[src/utf8ds_pkg.sv]
// Package for the UTF-8 display sanitizer: request and result structs, the
// decoded-item descriptor, replacement character bytes and code point checks.
// Depends on nothing.
package utf8ds_pkg;

  typedef struct packed {
    logic [7:0] in_byte;
    logic       in_last;
  } in_req_t;

  typedef struct packed {
    logic [7:0] out_byte;
    logic       run_last;
    logic       string_end;
  } out_req_t;

  // Output of one input byte: rep_cnt replacement characters, then raw_cnt raw bytes.
  typedef struct packed {
    logic [2:0]      rep_cnt;
    logic [2:0]      raw_cnt;
    logic [3:0][7:0] raw_bytes;
    logic            last;
  } desc_t;

  localparam logic [7:0] REP_BYTE0 = 8'hef;
  localparam logic [7:0] REP_BYTE1 = 8'hbf;
  localparam logic [7:0] REP_BYTE2 = 8'hbd;

  localparam logic [1:0] PHASE_FIRST  = 2'd0;
  localparam logic [1:0] PHASE_SECOND = 2'd1;
  localparam logic [1:0] PHASE_THIRD  = 2'd2;

  localparam logic [2:0] LEN_NONE  = 3'd0;
  localparam logic [2:0] LEN_TWO   = 3'd2;
  localparam logic [2:0] LEN_THREE = 3'd3;
  localparam logic [2:0] LEN_FOUR  = 3'd4;

  function automatic logic is_unsafe(input logic [20:0] cp);
    return (cp < 21'h20) || (cp == 21'h7f) || (cp >= 21'h80 && cp <= 21'h9f) ||
           (cp == 21'h061c) || (cp == 21'h200e) || (cp == 21'h200f) ||
           (cp >= 21'h2028 && cp <= 21'h202e) ||
           (cp >= 21'h2066 && cp <= 21'h2069);
  endfunction

endpackage

[src/utf8_display_sanitizer_unit.sv]
// UTF-8 display sanitizer, top level.
// Input channel: in_valid, in_stall and in_req carry one raw byte per request,
// with in_last marking the final byte of a string.
// Output channel: out_valid, out_stall and out_req carry one sanitized byte per
// request; run_last marks the last byte released by an input byte and
// string_end marks the final byte of the string.
// Each request enters an input register, is decoded against the open sequence
// into a descriptor of zero to twelve output bytes, and the serializer sends
// those bytes through the output register at one byte per cycle while out_stall is low.
// A request passes from the input register into the serializer, then to the output register.
// A request that releases at most one byte sustains one request per cycle while
// out_stall is low; one that releases more bytes holds the serializer until its
// last byte moves, since the output port moves a single byte per cycle. A request
// that only extends an open sequence releases nothing and is consumed without a descriptor.
// Reset closes any open sequence and empties all stages.
// While out_stall is high the output register holds its byte, and stall
// backs up through the serializer and the input register to in_stall.
// Depends on utf8ds_pkg, utf8ds_decoder and utf8ds_serializer.
module utf8_display_sanitizer_unit
  import utf8ds_pkg::*;
(
  input  logic     clk,
  input  logic     rst_n,
  input  logic     in_valid,
  output logic     in_stall,
  input  in_req_t  in_req,
  output logic     out_valid,
  input  logic     out_stall,
  output out_req_t out_req
);

  logic  desc_valid;
  logic  desc_take;
  desc_t desc;

  utf8ds_decoder u_decoder (
    .clk        (clk),
    .rst_n      (rst_n),
    .in_valid   (in_valid),
    .in_stall   (in_stall),
    .in_req     (in_req),
    .desc_valid (desc_valid),
    .desc       (desc),
    .desc_take  (desc_take)
  );

  utf8ds_serializer u_serializer (
    .clk        (clk),
    .rst_n      (rst_n),
    .desc_valid (desc_valid),
    .desc       (desc),
    .desc_take  (desc_take),
    .out_valid  (out_valid),
    .out_stall  (out_stall),
    .out_req    (out_req)
  );

endmodule

[src/utf8ds_decoder.sv]
// Input register and sequence decoder of the UTF-8 display sanitizer.
// Turns each input byte into a descriptor of the bytes it releases.
// Depends on utf8ds_pkg.
module utf8ds_decoder
  import utf8ds_pkg::*;
(
  input  logic    clk,
  input  logic    rst_n,
  input  logic    in_valid,
  output logic    in_stall,
  input  in_req_t in_req,
  output logic    desc_valid,
  output desc_t   desc,
  input  logic    desc_take
);

  logic            in_vld_r;
  in_req_t         in_r;
  logic [2:0]      exp_r;
  logic [2:0]      exp_nxt;
  logic [1:0]      cnt_r;
  logic [1:0]      cnt_nxt;
  logic [2:0][7:0] pend_r;
  logic [2:0][7:0] pend_nxt;

  logic [7:0]  b;
  logic        seq_open;
  logic        is_cont;
  logic        finishing;
  logic        f_open;
  logic        f_bad;
  logic [2:0]  f_exp;
  logic [2:0]  base_reps;
  logic [20:0] cp;
  logic        cp_ok;
  logic [1:0]  last_idx;
  logic        consume;
  desc_t       d;

  assign b         = in_r.in_byte;
  assign seq_open  = (exp_r != LEN_NONE);
  assign is_cont   = (b[7:6] == 2'b10);
  assign finishing = seq_open && is_cont && (({1'b0, cnt_r} + 3'd1) >= exp_r);
  assign f_open    = (b[7:6] == 2'b11) && (b[7:3] != 5'b11111);
  assign f_bad     = b[7] ? !f_open : ((b < 8'h20) || (b == 8'h7f));
  assign f_exp     = !b[5] ? LEN_TWO : (!b[4] ? LEN_THREE : LEN_FOUR);
  assign base_reps = seq_open ? {1'b0, cnt_r} : 3'd0;
  assign last_idx  = exp_r[1:0] - 2'd1;

  always_comb begin
    cp    = '0;
    cp_ok = 1'b0;
    unique case (exp_r)
      LEN_TWO: begin
        cp    = {10'd0, pend_r[0][4:0], b[5:0]};
        cp_ok = (cp >= 21'h80);
      end
      LEN_THREE: begin
        cp    = {5'd0, pend_r[0][3:0], pend_r[1][5:0], b[5:0]};
        cp_ok = (cp >= 21'h800) && !(cp >= 21'hd800 && cp <= 21'hdfff);
      end
      LEN_FOUR: begin
        cp    = {pend_r[0][2:0], pend_r[1][5:0], pend_r[2][5:0], b[5:0]};
        cp_ok = (cp >= 21'h10000) && (cp <= 21'h10ffff);
      end
      default: begin
        cp    = '0;
        cp_ok = 1'b0;
      end
    endcase
  end

  always_comb begin
    d           = '0;
    d.last      = in_r.in_last;
    exp_nxt     = exp_r;
    cnt_nxt     = cnt_r;
    pend_nxt    = pend_r;
    if (seq_open && is_cont) begin
      if (finishing) begin
        exp_nxt = LEN_NONE;
        cnt_nxt = 2'd0;
        if (!cp_ok) begin
          d.rep_cnt = exp_r;
        end else if (is_unsafe(cp)) begin
          d.rep_cnt = 3'd1;
        end else begin
          d.raw_cnt           = exp_r;
          d.raw_bytes[0]      = pend_r[0];
          d.raw_bytes[1]      = pend_r[1];
          d.raw_bytes[2]      = pend_r[2];
          d.raw_bytes[last_idx] = b;
        end
      end else begin
        pend_nxt[cnt_r] = b;
        cnt_nxt         = cnt_r + 2'd1;
      end
    end else begin
      d.rep_cnt = base_reps;
      exp_nxt   = LEN_NONE;
      cnt_nxt   = 2'd0;
      if (f_open) begin
        pend_nxt[0] = b;
        cnt_nxt     = 2'd1;
        exp_nxt     = f_exp;
      end else if (f_bad) begin
        d.rep_cnt = base_reps + 3'd1;
      end else begin
        d.raw_cnt      = 3'd1;
        d.raw_bytes[0] = b;
      end
    end
    if (in_r.in_last && (exp_nxt != LEN_NONE)) begin
      d.rep_cnt = d.rep_cnt + {1'b0, cnt_nxt};
      exp_nxt   = LEN_NONE;
      cnt_nxt   = 2'd0;
    end
  end

  assign desc       = d;
  assign desc_valid = in_vld_r && ((d.rep_cnt != 3'd0) || (d.raw_cnt != 3'd0));
  assign consume    = in_vld_r && (!desc_valid || desc_take);
  assign in_stall   = in_vld_r && !consume;

  always_ff @(posedge clk) begin
    if (!rst_n) begin
      in_vld_r <= 1'b0;
      exp_r    <= LEN_NONE;
      cnt_r    <= 2'd0;
    end else begin
      if (in_valid && !in_stall) begin
        in_vld_r <= 1'b1;
      end else if (consume) begin
        in_vld_r <= 1'b0;
      end
      if (consume) begin
        exp_r <= exp_nxt;
        cnt_r <= cnt_nxt;
      end
    end
  end

  always_ff @(posedge clk) begin
    if (in_valid && !in_stall) begin
      in_r <= in_req;
    end
    if (consume) begin
      pend_r <= pend_nxt;
    end
  end

endmodule

[src/utf8ds_serializer.sv]
// Byte serializer of the UTF-8 display sanitizer: holds one descriptor and
// sends its bytes one per cycle, while out_stall is low, through the output register.
// Depends on utf8ds_pkg.
module utf8ds_serializer
  import utf8ds_pkg::*;
(
  input  logic     clk,
  input  logic     rst_n,
  input  logic     desc_valid,
  input  desc_t    desc,
  output logic     desc_take,
  output logic     out_valid,
  input  logic     out_stall,
  output out_req_t out_req
);

  logic            sd_vld_r;
  logic [2:0]      reps_r;
  logic [1:0]      phase_r;
  logic [2:0]      raw_cnt_r;
  logic [1:0]      raw_idx_r;
  logic [3:0][7:0] raw_r;
  logic            last_r;
  logic            out_vld_r;
  out_req_t        out_r;

  logic       move;
  logic       final_byte;
  logic [7:0] cur_byte;

  always_comb begin
    cur_byte = raw_r[raw_idx_r];
    if (reps_r != 3'd0) begin
      unique case (phase_r)
        PHASE_FIRST:  cur_byte = REP_BYTE0;
        PHASE_SECOND: cur_byte = REP_BYTE1;
        default:      cur_byte = REP_BYTE2;
      endcase
    end
  end

  assign final_byte = (reps_r != 3'd0)
                      ? ((reps_r == 3'd1) && (phase_r == PHASE_THIRD) && (raw_cnt_r == 3'd0))
                      : (({1'b0, raw_idx_r} + 3'd1) == raw_cnt_r);
  assign move       = sd_vld_r && (!out_vld_r || !out_stall);
  assign desc_take  = !sd_vld_r || (move && final_byte);

  always_ff @(posedge clk) begin
    if (!rst_n) begin
      sd_vld_r  <= 1'b0;
      out_vld_r <= 1'b0;
    end else begin
      if (desc_take) begin
        sd_vld_r <= desc_valid;
      end
      if (move) begin
        out_vld_r <= 1'b1;
      end else if (!out_stall) begin
        out_vld_r <= 1'b0;
      end
    end
  end

  always_ff @(posedge clk) begin
    if (desc_take && desc_valid) begin
      reps_r    <= desc.rep_cnt;
      phase_r   <= PHASE_FIRST;
      raw_cnt_r <= desc.raw_cnt;
      raw_idx_r <= 2'd0;
      raw_r     <= desc.raw_bytes;
      last_r    <= desc.last;
    end else if (move) begin
      if (reps_r != 3'd0) begin
        if (phase_r == PHASE_THIRD) begin
          phase_r <= PHASE_FIRST;
          reps_r  <= reps_r - 3'd1;
        end else begin
          phase_r <= phase_r + 2'd1;
        end
      end else begin
        raw_idx_r <= raw_idx_r + 2'd1;
      end
    end
    if (move) begin
      out_r.out_byte   <= cur_byte;
      out_r.run_last   <= final_byte;
      out_r.string_end <= final_byte && last_r;
    end
  end

  assign out_valid = out_vld_r;
  assign out_req   = out_r;

endmodule

[config.mk]
export PLATFORM = sky130hd
export DESIGN_NAME = utf8_display_sanitizer_unit
export DESIGN_NICKNAME = d
export VERILOG_FILES = /design/src/utf8ds_pkg.sv /design/src/utf8_display_sanitizer_unit.sv /design/src/utf8ds_decoder.sv /design/src/utf8ds_serializer.sv
export SDC_FILE = /design/constraint.sdc
export NUM_CORES = 1
export LEC_CHECK = 0
export ABC_CLOCK_PERIOD_IN_PS = 5400
export BUFFER_PORTS_ARGS = -buffer_cell sky130_fd_sc_hd__buf_2
export CAP_MARGIN = 15
export CORE_AREA = 3 3 107 109
export DETAILED_ROUTE_END_ITERATION = 7
export DIE_AREA = 0 0 110 112
export PLACE_DENSITY = 0.75
export SLEW_MARGIN = 30
export SYNTH_ARGS = -nofsm -noshare
export SYNTH_HDL_FRONTEND = slang
export SYNTH_SLANG_ARGS = --single-unit
export TNS_END_PERCENT = 20
[constraint.sdc]
create_clock -name clk -period 5.4 [get_ports clk]
set_input_delay 0.27 -clock clk [delete_from_list [all_inputs] [get_ports clk]]
set_output_delay 0.27 -clock clk [all_outputs]
set_load 0.1 [all_outputs]
Yosys cells after proc, flatten, opt, wreduce, memory -nomap -nowiden:

Cells that the tools add are included.

* flip-flop bits (word level): 94
* input bits: 13
* output and inout bits: 12
* word-level logic and storage cells: 182

* $add $sub $neg: 9
* $lt $le $gt $ge: 20
* eq/ne operators: 17
* muxes and demuxes: 50
* bitwise gates (word level): 4
* reduce and logical (&&, ||, !) cells: 60

Operators with widths (count)
* $mux 8: 10
* $mux 35: 2
* $pmux 21 s3: 1
* $eq 21x14->1 const B: 2
* $ge 21x14->1 const B: 2
* $le 21x14->1 const B: 2
* $mux 3: 13
* $mux 38: 1
* $bwmux 32: 1
* $demux 8 s2: 2
* $bwmux 24: 1
* $logic_and 1x1->1: 22
* $eq 21x11->1 const B: 1
* $eq 21x7->1 const B: 1
* $ge 21x17->1 const B: 1
* $ge 21x8->1 const B: 1
* $le 21x21->1 const B: 1
* $le 21x8->1 const B: 1
* $lt 21x6->1 const B: 1
* $bmux 8 s2: 1
* $ge 16x12->1 const B: 1
* $ge 16x16->1 const B: 1
* $le 16x16->1 const B: 1
* $reduce_bool 3->1: 5
* other kinds (35): 85

Longest topological paths before layout:

Gate-level depths: netlist of run 1.

* depth in word-level cells: 27
* gate-level depth with buffers: 18
* depth with buffers taken out: 15

By module:

From an unflattened synthesis of run 1, not the netlist that was laid out.

* cells, all modules: 452
* area, all modules: 5082.4 µm²

Modules (own cells, without submodules)
* utf8ds_decoder: times used 1, cells each 325, area an instance 2877.8 µm², sequential area each 1111.1 µm²
* utf8ds_serializer: times used 1, cells each 127, area an instance 2204.6 µm², sequential area each 1591.5 µm²

Least setup slack after synthesis of run 1:

No wires, ideal clock.

* path kind: flip-flop to flip-flop
* start: register u_decoder.pend_r[13] (netlist bit)
* end: register u_serializer.reps_r[0] (enable)
* setup time: 0.302 ns
* arrival time: 4.452 ns
* data required time: 5.098 ns
* slack: 0.646 ns
* stages on the path, launching flop included: 14
* buffers on the path: 0
* period minus slack after synthesis: 4.754 ns
* cells stage by stage: edfxtp_1 or4_1 o31ai_1 a211oi_1 a21oi_1 nand2_1 nor2_1 o21ai_0 ha_1 fa_1 nor4b_1 o21a_1 a31oi_2 a31o_2

* word-level cells in the longest chain between the ends: 21
* elaborated cells between the ends (all ways): 49
* classes of those cells: add/sub: 1; order compare: 12; eq/ne: 4; mux: 9; reduce/logical: 23

Ends and longest elaborated chain
* start: declaration: line utf8ds_decoder.sv:23 `logic [2:0][7:0] pend_r;`
* start signal: assignment: line utf8ds_decoder.sv:148 `pend_r <= pend_nxt;`
* $pmux 21 s3: line utf8ds_decoder.sv:53 `unique case (exp_r)`
* $lt 21x6->1, or another cell as far along: line utf8ds_pkg.sv:39 `return (cp < 21'h20) || (cp == 21'h7f) || (cp >= 21'h80 && cp <= 21'h9f) ||`
* $logic_or 1x1->1 or $logic_and 1x1->1 (tied branches): line utf8ds_pkg.sv:39
* $logic_or 1x1->1 (2 in a row): line utf8ds_pkg.sv:39
* $logic_or 1x1->1 (3 in a row): line utf8ds_pkg.sv:40 `(cp == 21'h061c) || (cp == 21'h200e) || (cp == 21'h200f) ||`
* $logic_or 1x1->1: line utf8ds_pkg.sv:41 `(cp >= 21'h2028 && cp <= 21'h202e) ||`
* $mux 1: line utf8ds_decoder.sv:85 `end else if (is_unsafe(cp)) begin`
* $mux 3: line utf8ds_decoder.sv:83 `if (!cp_ok) begin`
* (+2 left out)
* $add 3x2->3: line utf8ds_decoder.sv:114 `d.rep_cnt = d.rep_cnt + {1'b0, cnt_nxt};`
* $mux 3: line utf8ds_decoder.sv:113 `if (in_r.in_last && (exp_nxt != LEN_NONE)) begin`
* $reduce_bool 3->1: line utf8ds_decoder.sv:121 `assign desc_valid = in_vld_r && ((d.rep_cnt != 3'd0) || (d.raw_cnt != 3'd0));`
* $logic_or 1x1->1 *: line utf8ds_decoder.sv:121
* $logic_and 1x1->1 *: line utf8ds_decoder.sv:121
* $logic_and 1x1->1 *: line utf8ds_serializer.sv:65 `if (desc_take && desc_valid) begin`
* $reduce_bool 2->1 (no source line)
* $reduce_and 3->1 (no source line) *
* end signal: assignment: line utf8ds_serializer.sv:66 `reps_r <= desc.rep_cnt;`
* end signal: assignment: line utf8ds_serializer.sv:76 `reps_r <= reps_r - 3'd1;`
* end: declaration: line utf8ds_serializer.sv:18 `logic [2:0] reps_r;`

Every way passes the cells marked *; elsewhere a longest branch is shown, timed or not.
A chain may end at the register's enable or synchronous reset.

Worst setup path after layout of run 1:

* start: register u_decoder.exp_r[0]
* end: output in_stall

* word-level cells in the longest chain between the ends: 24
* elaborated cells between the ends (all ways): 57
* classes of those cells: add/sub: 2; order compare: 8; eq/ne: 7; mux: 16; reduce/logical: 24

Ends and longest elaborated chain
* start: declaration: line utf8ds_decoder.sv:19 `logic [2:0] exp_r;`
* start signal: assignment: line utf8ds_decoder.sv:137 `exp_r <= exp_nxt;`
* $eq 3x3->1 or $eq 3x2->1 (tied branches): line utf8ds_decoder.sv:53
* $pmux 21 s3: line utf8ds_decoder.sv:53
* $lt 21x6->1, or another cell as far along: line utf8ds_pkg.sv:39
* $logic_or 1x1->1 or $logic_and 1x1->1 (tied branches): line utf8ds_pkg.sv:39
* $logic_or 1x1->1 (2 in a row): line utf8ds_pkg.sv:39
* $logic_or 1x1->1 (3 in a row): line utf8ds_pkg.sv:40
* $logic_or 1x1->1: line utf8ds_pkg.sv:41
* $mux 1: line utf8ds_decoder.sv:85
* (+5 left out)
* $reduce_bool 3->1: line utf8ds_decoder.sv:121
* $logic_or 1x1->1 *: line utf8ds_decoder.sv:121
* $logic_and 1x1->1 *: line utf8ds_decoder.sv:121
* $logic_not 1->1 *: line utf8ds_decoder.sv:122 `assign consume = in_vld_r && (!desc_valid || desc_take);`
* $logic_or 1x1->1 *: line utf8ds_decoder.sv:122
* $logic_and 1x1->1 *: line utf8ds_decoder.sv:122
* $logic_not 1->1 *: line utf8ds_decoder.sv:123 `assign in_stall = in_vld_r && !consume;`
* $logic_and 1x1->1 *: line utf8ds_decoder.sv:123
* end: declaration: line utf8_display_sanitizer_unit.sv:25 `output logic in_stall,`

Marked as above.

==> flow_summary.ini, run 1 <==
[global_routing]
grt_pass1_vias = 3502
antenna_found_initial = 0
grt_pass1_wl_mm = 18.35
overflow = 0
grt_use_total = 0.1954
grt_max_degree = 36

[route]
drt-initial-drc-count = 346
routed_wl_mm = 11.43
vias = 3589
antenna_left = 0
wire_per_inst_um = 19.20
drtPass1Iterations = 5
via_per_inst = 6.032
drcViolationCount = 0

[synthesis]
synth_edf_count = 82
seq_area_frac_synth = 0.5392
synth_area_sq_mm = 0.005012
synthMuxAreaShare = 0.07239
yosys.area.top_type = edfxtp_1
synth_area_leaders = edfxtp_1, dfxtp_1, mux4_2, ha_1, mux2i_1
synthArstFlopShare = 0
synth_seq_cells = 94
synthDistinctLibCells = 67
synth_top_area_share = 0.4913
synth_fa_ha_area_frac = 0.03645
synthFlopType = edfxtp_1
avgSynthCellArea_sq_um = 11.55
syn-num-nets = 461
yosys.area_share.simple = 0.1702
synth_top_family_by_area = simple AND/OR/NAND/NOR gates
yosysMostFrequentCell = edfxtp_1
synth-compound-area-share = 0.1313
synth_commonest_cells = edfxtp_1, nand2_1, nor2_1
synth-xor-area-share = 0.01223
syn-instance-count = 434
synth_warnings = 0

[floorplanning]
dieWidth_um = 110
num_rows = 38
floorplan.io_pins = 25
die_h_um = 112
core_sq_mm = 0.01070
initial_core_util = 0.4685
die_area_sq_mm = 0.01232

[timing]
slew_viol_final = 0
min_period_over_period = 0.9311
worst_slew_pin_slew_ns = 0.7003
period_needed_ns = 5.028
rsz0062_at_grt = false
slew_headroom = 0.5325
setup_viol = 0
final.setup.worst_slack_ns = 0.3719
hold_viol_final = 0
fmax_mhz = 198.9
fin_tns_setup_ns = 0
clock-skew-final_ns = 0.008731

[worst_setup_path]
path_cells = buf_4, or3b_1, a21oi_1, or4_1, or4_4, nand2_1, nor2_1, o21ai_0, ha_1, fa_1, nor4b_1, o21a_1, inv_1, o31ai_1, nor2_1, buf_2
critPathCaptureType = output pin
reg2reg_from = u_decoder.exp_r[0]
worstPathMaxFanout = 19
cp.arrival_ns = 4.76
crit_start = u_decoder.exp_r[0]
critPathRequiredTime_ns = 5.13
cp_common_cell = nor2_1
critPathSlowestCell = or4_1
slowest_delay_ns = 0.49
critPathKind = flop to output pin
cp_num_buf_inv = 3
crit_family = simple AND/OR/NAND/NOR gates
start_kind = flop

[cts]
clk_path_buf_depth = 2
post_cts_buffers = 0
clkLatencyLatePin_ns = 0.37
clock-root-buffer = clkbuf_8
clkTransAtPathRegs_ns = 0.09
cts_tree = built
hold_buffers = 0
htree_levels = 3
cts_buffers = 9
cts_sinks = 94

[final_layout]
fillCellCount = 954
final-seq-area_sq_mm = 0.002705
nNetsFinal = 477
n_antenna_cell = 0
multi_input_area_sq_mm = 0.002138
syn_to_final_growth_pct = 8.537
layout-drive-gt1-share = 0.1582

[placed_design]
dp.final_hpwl_mm = 8.251
place_congestion = 1.008
post-place-ws_ns = 0.3993
port_buffers = 24

[power_and_ir_drop]
leakagePower_nw = 1.940
power_mw = 1.534
powerDensity_mw_per_mm2 = 281.9
vdd_drop_max_v = 0.0001340

[worst_hold_path]
hold_start = in_req[0]
hold_path_class = input pin to flop

[flow_run]
max_cap_viol_count = 0

[outcome]
status = finished, final reports clean
## layer usage
layer | GRT usage | vias to the layer above | routed length [um]
met4 | 0.07897 | 0 | 212
li1 | - | 1678 | -
met2 | 0.2973 | 148 | 5312
met3 | 0.02783 | 21 | 801
met5 | 0 | - | 0
met1 | 0.2807 | 1742 | 5100
## cells in the final DEF, fill, tap and decap left out, drive strengths merged, types with 4 or more instances in the layout
cell,Yosys,routed
o21ai,9,9
a31oi,6,6
and3,10,10
nand2,40,40
clkinv,0,4
a22o,8,8
ha,13,13
a31o,4,4
nor2,29,29
o22ai,4,4
nor3,5,5
nor4,6,6
o31ai,4,4
o21a,6,6
nand2b,10,10
nand3,17,17
nor3b,5,5
xnor2,4,4
mux2i,16,16
a21oi,25,25
dfxtp,12,12
buf,8,32
nor2b,12,12
clkbuf,19,9
mux4,8,8
edfxtp,82,82
inv,12,13
nand4,6,6
or4,4,4
## worst register-to-register path, delay by kind of cell (launching register included)
family                   cells  cell delay, ns
AND/OR/NAND/NOR              8            2.29
AO/OA/AOI/OAI                4            0.95
adder cells (fa/ha/maj)      2            0.62
flip-flops                   1            0.45
buffers and inverters        1            0.27
## power breakdown
part	leakage (nW)	switching (mW)	internal [mW]	total, mW
registers	0.839	0.0432	0.832	0.875
logic	1.00	0.115	0.0758	0.191
clock network	0.0972	0.253	0.215	0.467
## final cells by class
cell class,count,area share
tap,140,0.03220
clock inverter,7,0.01334
sequential,94,0.4972
timing repair buffer,32,0.03312
inverter,12,0.008280
clock buffer,9,0.02277
multi-input combinational,301,0.3931
## worst paths after layout
check                            end  depth (start not counted)  slack [ns]
max                         in_stall                         16        0.37
min                u_decoder.desc[0]                          1        0.07
max reg2reg      u_decoder.pend_r[5]                         15        0.49
min reg2reg  u_serializer.phase_r[1]                          2        0.51
## state kept, by name, indices dropped and copies added, names as in the netlist
| name | count |
|---|---|
| u_serializer.last_r | 1 |
| u_serializer.out_req | 10 |
| u_decoder.b | 8 |
| u_serializer.raw_idx_r | 2 |
| u_serializer.reps_r | 3 |
| u_serializer.raw_cnt_r | 3 |
| u_decoder.exp_r | 3 |
| u_serializer.out_valid | 1 |
| u_decoder.cnt_r | 2 |
| u_serializer.phase_r | 2 |
| u_decoder.desc | 1 |
| u_decoder.in_vld_r | 1 |
| u_decoder.pend_r | 24 |
| u_serializer.raw_r | 32 |
| u_serializer.sd_vld_r | 1 |
## kinds of logic after synthesis
family | after synthesis
AND/OR/NAND/NOR | 159
AO/OA/AOI/OAI | 94
flip-flops | 94
buffers and inverters | 39
multiplexers | 26
adder cells (fa/ha/maj) | 14
XOR/XNOR | 7
other | 1
## what timing repair did
item	in CTS	in global routing
endpoints found under the setup margin	0	1
resized for setup	0	2
endpoints found under the hold margin	0	0
## metrics by stage
step | cell area, sq um | hold WS (ns) | util | instances
2_1_floorplan | 5012 | 0.3689 | - | 434
3_3_place_gp | 5234 | 0.4479 | 0.4892 | 579
3_5_place_dp | 5234 | 0.4481 | 0.4892 | 579
4_1_cts | 5430 | 0.05362 | 0.5076 | 595
5_1_grt | 5440 | 0.06237 | 0.5085 | 595
6_report | 5440 | 0.06647 | 0.5085 | 595
No activity file was read; power rests on OpenSTA's default activity.
==> inputs of run 2 (changes only) <==
--- a/config.mk
+++ b/config.mk
@@ -11,7 +11,9 @@
 export CORE_AREA = 3 3 107 109
 export DETAILED_ROUTE_END_ITERATION = 7
 export DIE_AREA = 0 0 110 112
+export MAX_ROUTING_LAYER = met4
 export PLACE_DENSITY = 0.75
+export SETUP_SLACK_MARGIN = 0.5
 export SLEW_MARGIN = 30
 export SYNTH_ARGS = -nofsm -noshare
 export SYNTH_HDL_FRONTEND = slang
==> flow_summary.ini, run 2 (synthesis results as in run 1) <==
[cts]
clkTransAtPathRegs_ns = 0.10
clk_path_buf_depth = 2
clock-root-buffer = clkbuf_8
cts_buffers = 9
cts_sinks = 94
htree_levels = 3
cts_tree = built
clkLatencyLatePin_ns = 0.37

[timing]
fin_tns_setup_ns = 0
worst_slew_pin_slew_ns = 0.6988
rsz0062_at_grt = false
hold_viol_final = 0
setup_viol = 0
min_period_over_period = 0.8820
fmax_mhz = 210.0
slew_viol_final = 0
clock-skew-final_ns = 0.01458
whs_ns = 0.06350
period_needed_ns = 4.763
slew_headroom = 0.5335

[floorplanning]
core_sq_mm = 0.01070
die_h_um = 112
die_area_sq_mm = 0.01232
dieWidth_um = 110
num_rows = 38
initial_core_util = 0.4685
floorplan.io_pins = 25

[route]
drtPass1Iterations = 5
wire_per_inst_um = 18.80
drcViolationCount = 0
vias = 3617
antenna_left = 0
routed_wl_mm = 11.30
via_per_inst = 6.018
drt-initial-drc-count = 299

[placed_design]
port_buffers = 24
placed_cells = 579
dp.final_hpwl_mm = 8.049
place_congestion = 0.9526

[global_routing]
grt_pass1_vias = 3387
grt_max_degree = 34
grt_use_total = 0.1990
overflow = 0
antenna_found_initial = 0
grt_pass1_wl_mm = 18.17

[worst_setup_path]
critPathKind = flop to output pin
path_cells = nand2b_2, o2bb2ai_2, or4_1, or4_4, nand2_1, nor2_1, o21ai_0, ha_1, fa_1, nor4b_1, o21a_2, inv_1, o31ai_4, nor2_1, clkbuf_4
cp.arrival_ns = 4.49
cp_common_cell = nor2_1
critPathRequiredTime_ns = 5.13
critPathCaptureType = output pin
start_kind = flop
slowest_delay_ns = 0.54
critPathSlowestCell = or4_1
worstPathMaxFanout = 17

[flow_run]
max_cap_viol_count = 0

[final_layout]
syn_to_final_growth_pct = 10.68
postLayoutCoreUtil = 0.5186
largest_register_ffs = 32
fin_cells = 601
n_antenna_cell = 0
layout-drive-gt1-share = 0.1909
final_common_cell = edfxtp_1
nNetsFinal = 483
layout_common_cells = edfxtp_1, nand2_1, nor2_1, a21oi_1, buf_2
regMostFlops = u_serializer.raw_r

[power_and_ir_drop]
leakagePower_nw = 1.981
power_mw = 1.549
vdd_drop_max_v = 0.0001595
powerDensity_mw_per_mm2 = 279.2

[outcome]
status = finished, final reports clean

[worst_hold_path]
hold_path_class = input pin to flop
run 2: path summary, 6_finish.rpt:
check	to	start	cells past startpoint	slack [ns]
worst max-delay path	in_stall	u_decoder.exp_r[2]	15	0.64
worst min-delay path	u_decoder.b[6]	in_req[7]	1	0.06
worst max register to register	u_decoder.pend_r[14]	u_decoder.exp_r[2]	15	0.74
worst min register to register	u_serializer.out_valid	u_serializer.sd_vld_r	2	0.49
run 2: what timing repair did:
action                                 4_1_cts  5_1_grt
buffers inserted                             0        5
cloned                                       0        1
gates resized for setup                      4       12
endpoints found under the hold margin        0        0
pin swaps                                    0        1
hold buffers                                 0        0
setup endpoints to repair                   18       34
run 2: per-layer routing:
layer	share of wire	GRT usage
met1	0.45	0.2756
met3	0.062	0.04290
met2	0.47	0.2937
met5	0	-
met4	0.024	0.06234
run 2: metrics by stage:
stage | setup WS, ns | instance area [sq um]
2_1_floorplan | 0.6460 | 5012
3_3_place_gp | 0.5204 | 5234
3_5_place_dp | 0.4015 | 5234
4_1_cts | 0.5363 | 5440
5_1_grt | 0.4726 | 5548
6_report | 0.6370 | 5548
run 2: worst max-delay path, delay by kind of cell (launching register included):
kind,cells,cell delay (ns)
buffers and inverters,2,0.38
DFF,1,0.52
and+or+nand+nor,7,1.74
adders and majority gates,2,0.64
AOI/OAI and AO/OA,4,0.84
run 2: layout make-up:
class                           count  area [sq um]
Clock buffer                       10         127.6
Clock inverter                      6         68.82
Fill cell                         931          5150
Inverter                           12         45.04
Multi-Input combinational cell    302          2198
Sequential cell                    94          2709
Tap cell                          140         175.2
Timing Repair Buffer               37         224.0
run 2: power by group:
group          switching, mW  internal [mW]
Clock                  0.262          0.218
Sequential            0.0431          0.832
Combinational          0.117         0.0775
==> inputs of run 3 (changes only) <==
--- a/config.mk
+++ b/config.mk
@@ -8,9 +8,9 @@
 export ABC_CLOCK_PERIOD_IN_PS = 5400
 export BUFFER_PORTS_ARGS = -buffer_cell sky130_fd_sc_hd__buf_2
 export CAP_MARGIN = 15
-export CORE_AREA = 3 3 107 109
+export CORE_AREA = 3 3 96 121
 export DETAILED_ROUTE_END_ITERATION = 7
-export DIE_AREA = 0 0 110 112
+export DIE_AREA = 0 0 99 124
 export MAX_ROUTING_LAYER = met4
 export PLACE_DENSITY = 0.75
 export SETUP_SLACK_MARGIN = 0.5
==> flow_summary.ini, run 3 (synthesis results as in run 1) <==
[global_routing]
grt_use_total = 0.1952
overflow = 0
grt_max_degree = 40
grt_pass1_wl_mm = 18.17
antenna_found_initial = 0
grt_pass1_vias = 3504

[route]
antenna_left = 0
drcViolationCount = 0
wire_per_inst_um = 18.87
routed_wl_mm = 11.27
drt-initial-drc-count = 302
drtPass1Iterations = 5
via_per_inst = 6.025
vias = 3597

[worst_setup_path]
critPathRequiredTime_ns = 5.44
critPathCaptureType = flop
worstPathMaxFanout = 8
start_kind = flop
cp.arrival_ns = 4.79
critPathKind = flop to flop

[floorplanning]
floorplan.io_pins = 25
num_rows = 42
dieWidth_um = 99
initial_core_util = 0.4745
die_area_sq_mm = 0.01228
die_h_um = 124
core_sq_mm = 0.01056

[final_layout]
syn_to_final_growth_pct = 12.76
n_antenna_cell = 0
fillCellCount = 892
fin_cells = 597
regMostFlops = u_serializer.raw_r
layout_common_cells = edfxtp_1, nand2_1, nor2_1, a21oi_1, buf_2
layout-drive-gt1-share = 0.1935
largest_register_ffs = 32
nNetsFinal = 487
final_common_cell = edfxtp_1

[power_and_ir_drop]
leakagePower_nw = 2.043
vdd_drop_max_v = 0.0001485
powerDensity_mw_per_mm2 = 300.2

[cts]
clkTransAtPathRegs_ns = 0.07
cts_tree = built
htree_levels = 3
cts_sinks = 94
cts_buffers = 9
clk_path_buf_depth = 2
clock-root-buffer = clkbuf_16
hold_buffers = 0
clkLatencyLatePin_ns = 0.34

[timing]
fmax_mhz = 210.6
worst_slew_pin_slew_ns = 0.7058
setup_viol = 0
rsz0062_at_grt = true
slew_viol_final = 0
slew_headroom = 0.5294
period_needed_ns = 4.749
hold_viol_final = 0
clock-skew-final_ns = 0.009993
min_period_over_period = 0.8795
fin_tns_setup_ns = 0

[placed_design]
place_congestion = 0.9284
placed_cells = 572
dp.final_hpwl_mm = 8.115
port_buffers = 24

[outcome]
status = finished, final reports clean

[flow_run]
max_cap_viol_count = 0

[worst_hold_path]
hold_path_class = input pin to flop
[run 3: worst paths after layout]
check | end | startpoint | slack (ns) | cells after the start
worst max register to register | u_decoder.pend_r[8] | u_decoder.exp_r[2] | 0.65 | 17
worst min register to register | u_serializer.out_valid | u_serializer.sd_vld_r | 0.49 | 2
worst max-delay path | u_decoder.pend_r[8] | u_decoder.exp_r[2] | 0.65 | 17
worst min-delay path | u_decoder.b[4] | in_req[5] | 0.1 | 1
[run 3: per-stage QoR]
step	setup WS (ns)	hold WS (ns)	util	instance area (sq um)	power, mW
after global placement	0.5550	0.4469	0.4953	5231	1.074
after global routing	0.4518	0.09214	0.5351	5652	1.765
after floorplan	0.6460	0.3689	-	5012	1.035
final	0.6507	0.09641	0.5351	5652	1.697
after detailed placement	0.4652	0.4481	0.4960	5239	1.082
after CTS	0.5338	0.09155	0.5249	5544	1.706
[run 3: layer usage]
layer	vias to the layer above	global-route usage	share of wire
met2	120	0.3336	0.52
met4	0	0.07942	0.025
met3	26	0.03249	0.042
met1	1754	0.2305	0.42
met5	-	-	0
li1	1697	-	-
[run 3: critical path: stages (launching register included)]
cell       delay, ns
dfxtp_1         0.38
nor3b_4         0.18
buf_4           0.15
buf_4           0.13
o2bb2ai_2       0.13
or4_1           0.53
or4_4           0.45
nand2_1         0.08
nor2_1          0.04
o21ai_0         0.20
ha_1            0.20
fa_1            0.44
nor4b_1         0.30
o21a_2          0.25
nand2_1         0.07
o31a_1          0.38
nor3b_1         0.30
buf_4           0.23
[run 3: layout make-up]
| type | count | area [sq um] | share of cell area |
|---|---|---|---|
| Sequential cell | 94 | 2710 | 0.4795 |
| Multi-Input combinational cell | 301 | 2176 | 0.3850 |
| Timing Repair Buffer | 42 | 257.7 | 0.04561 |
| Clock buffer | 9 | 225.2 | 0.03985 |
| Tap cell | 132 | 165.2 | 0.02922 |
| Clock inverter | 7 | 72.57 | 0.01284 |
| Inverter | 12 | 45.04 | 0.007970 |
[run 3: where the power goes]
| part | leakage, nW | internal (mW) | switching, mW |
|---|---|---|---|
| registers | 0.840 | 0.832 | 0.0428 |
| clock network | 0.142 | 0.359 | 0.269 |
| logic | 1.06 | 0.0775 | 0.116 |
| total | 2.04 | 1.27 | 0.428 |
[run 3: repair_timing]
item | CTS | global route
resized for setup | 3 | 11
setup buffers | 0 | 9
endpoints found under the setup margin | 34 | 34
pin swaps | 0 | 0
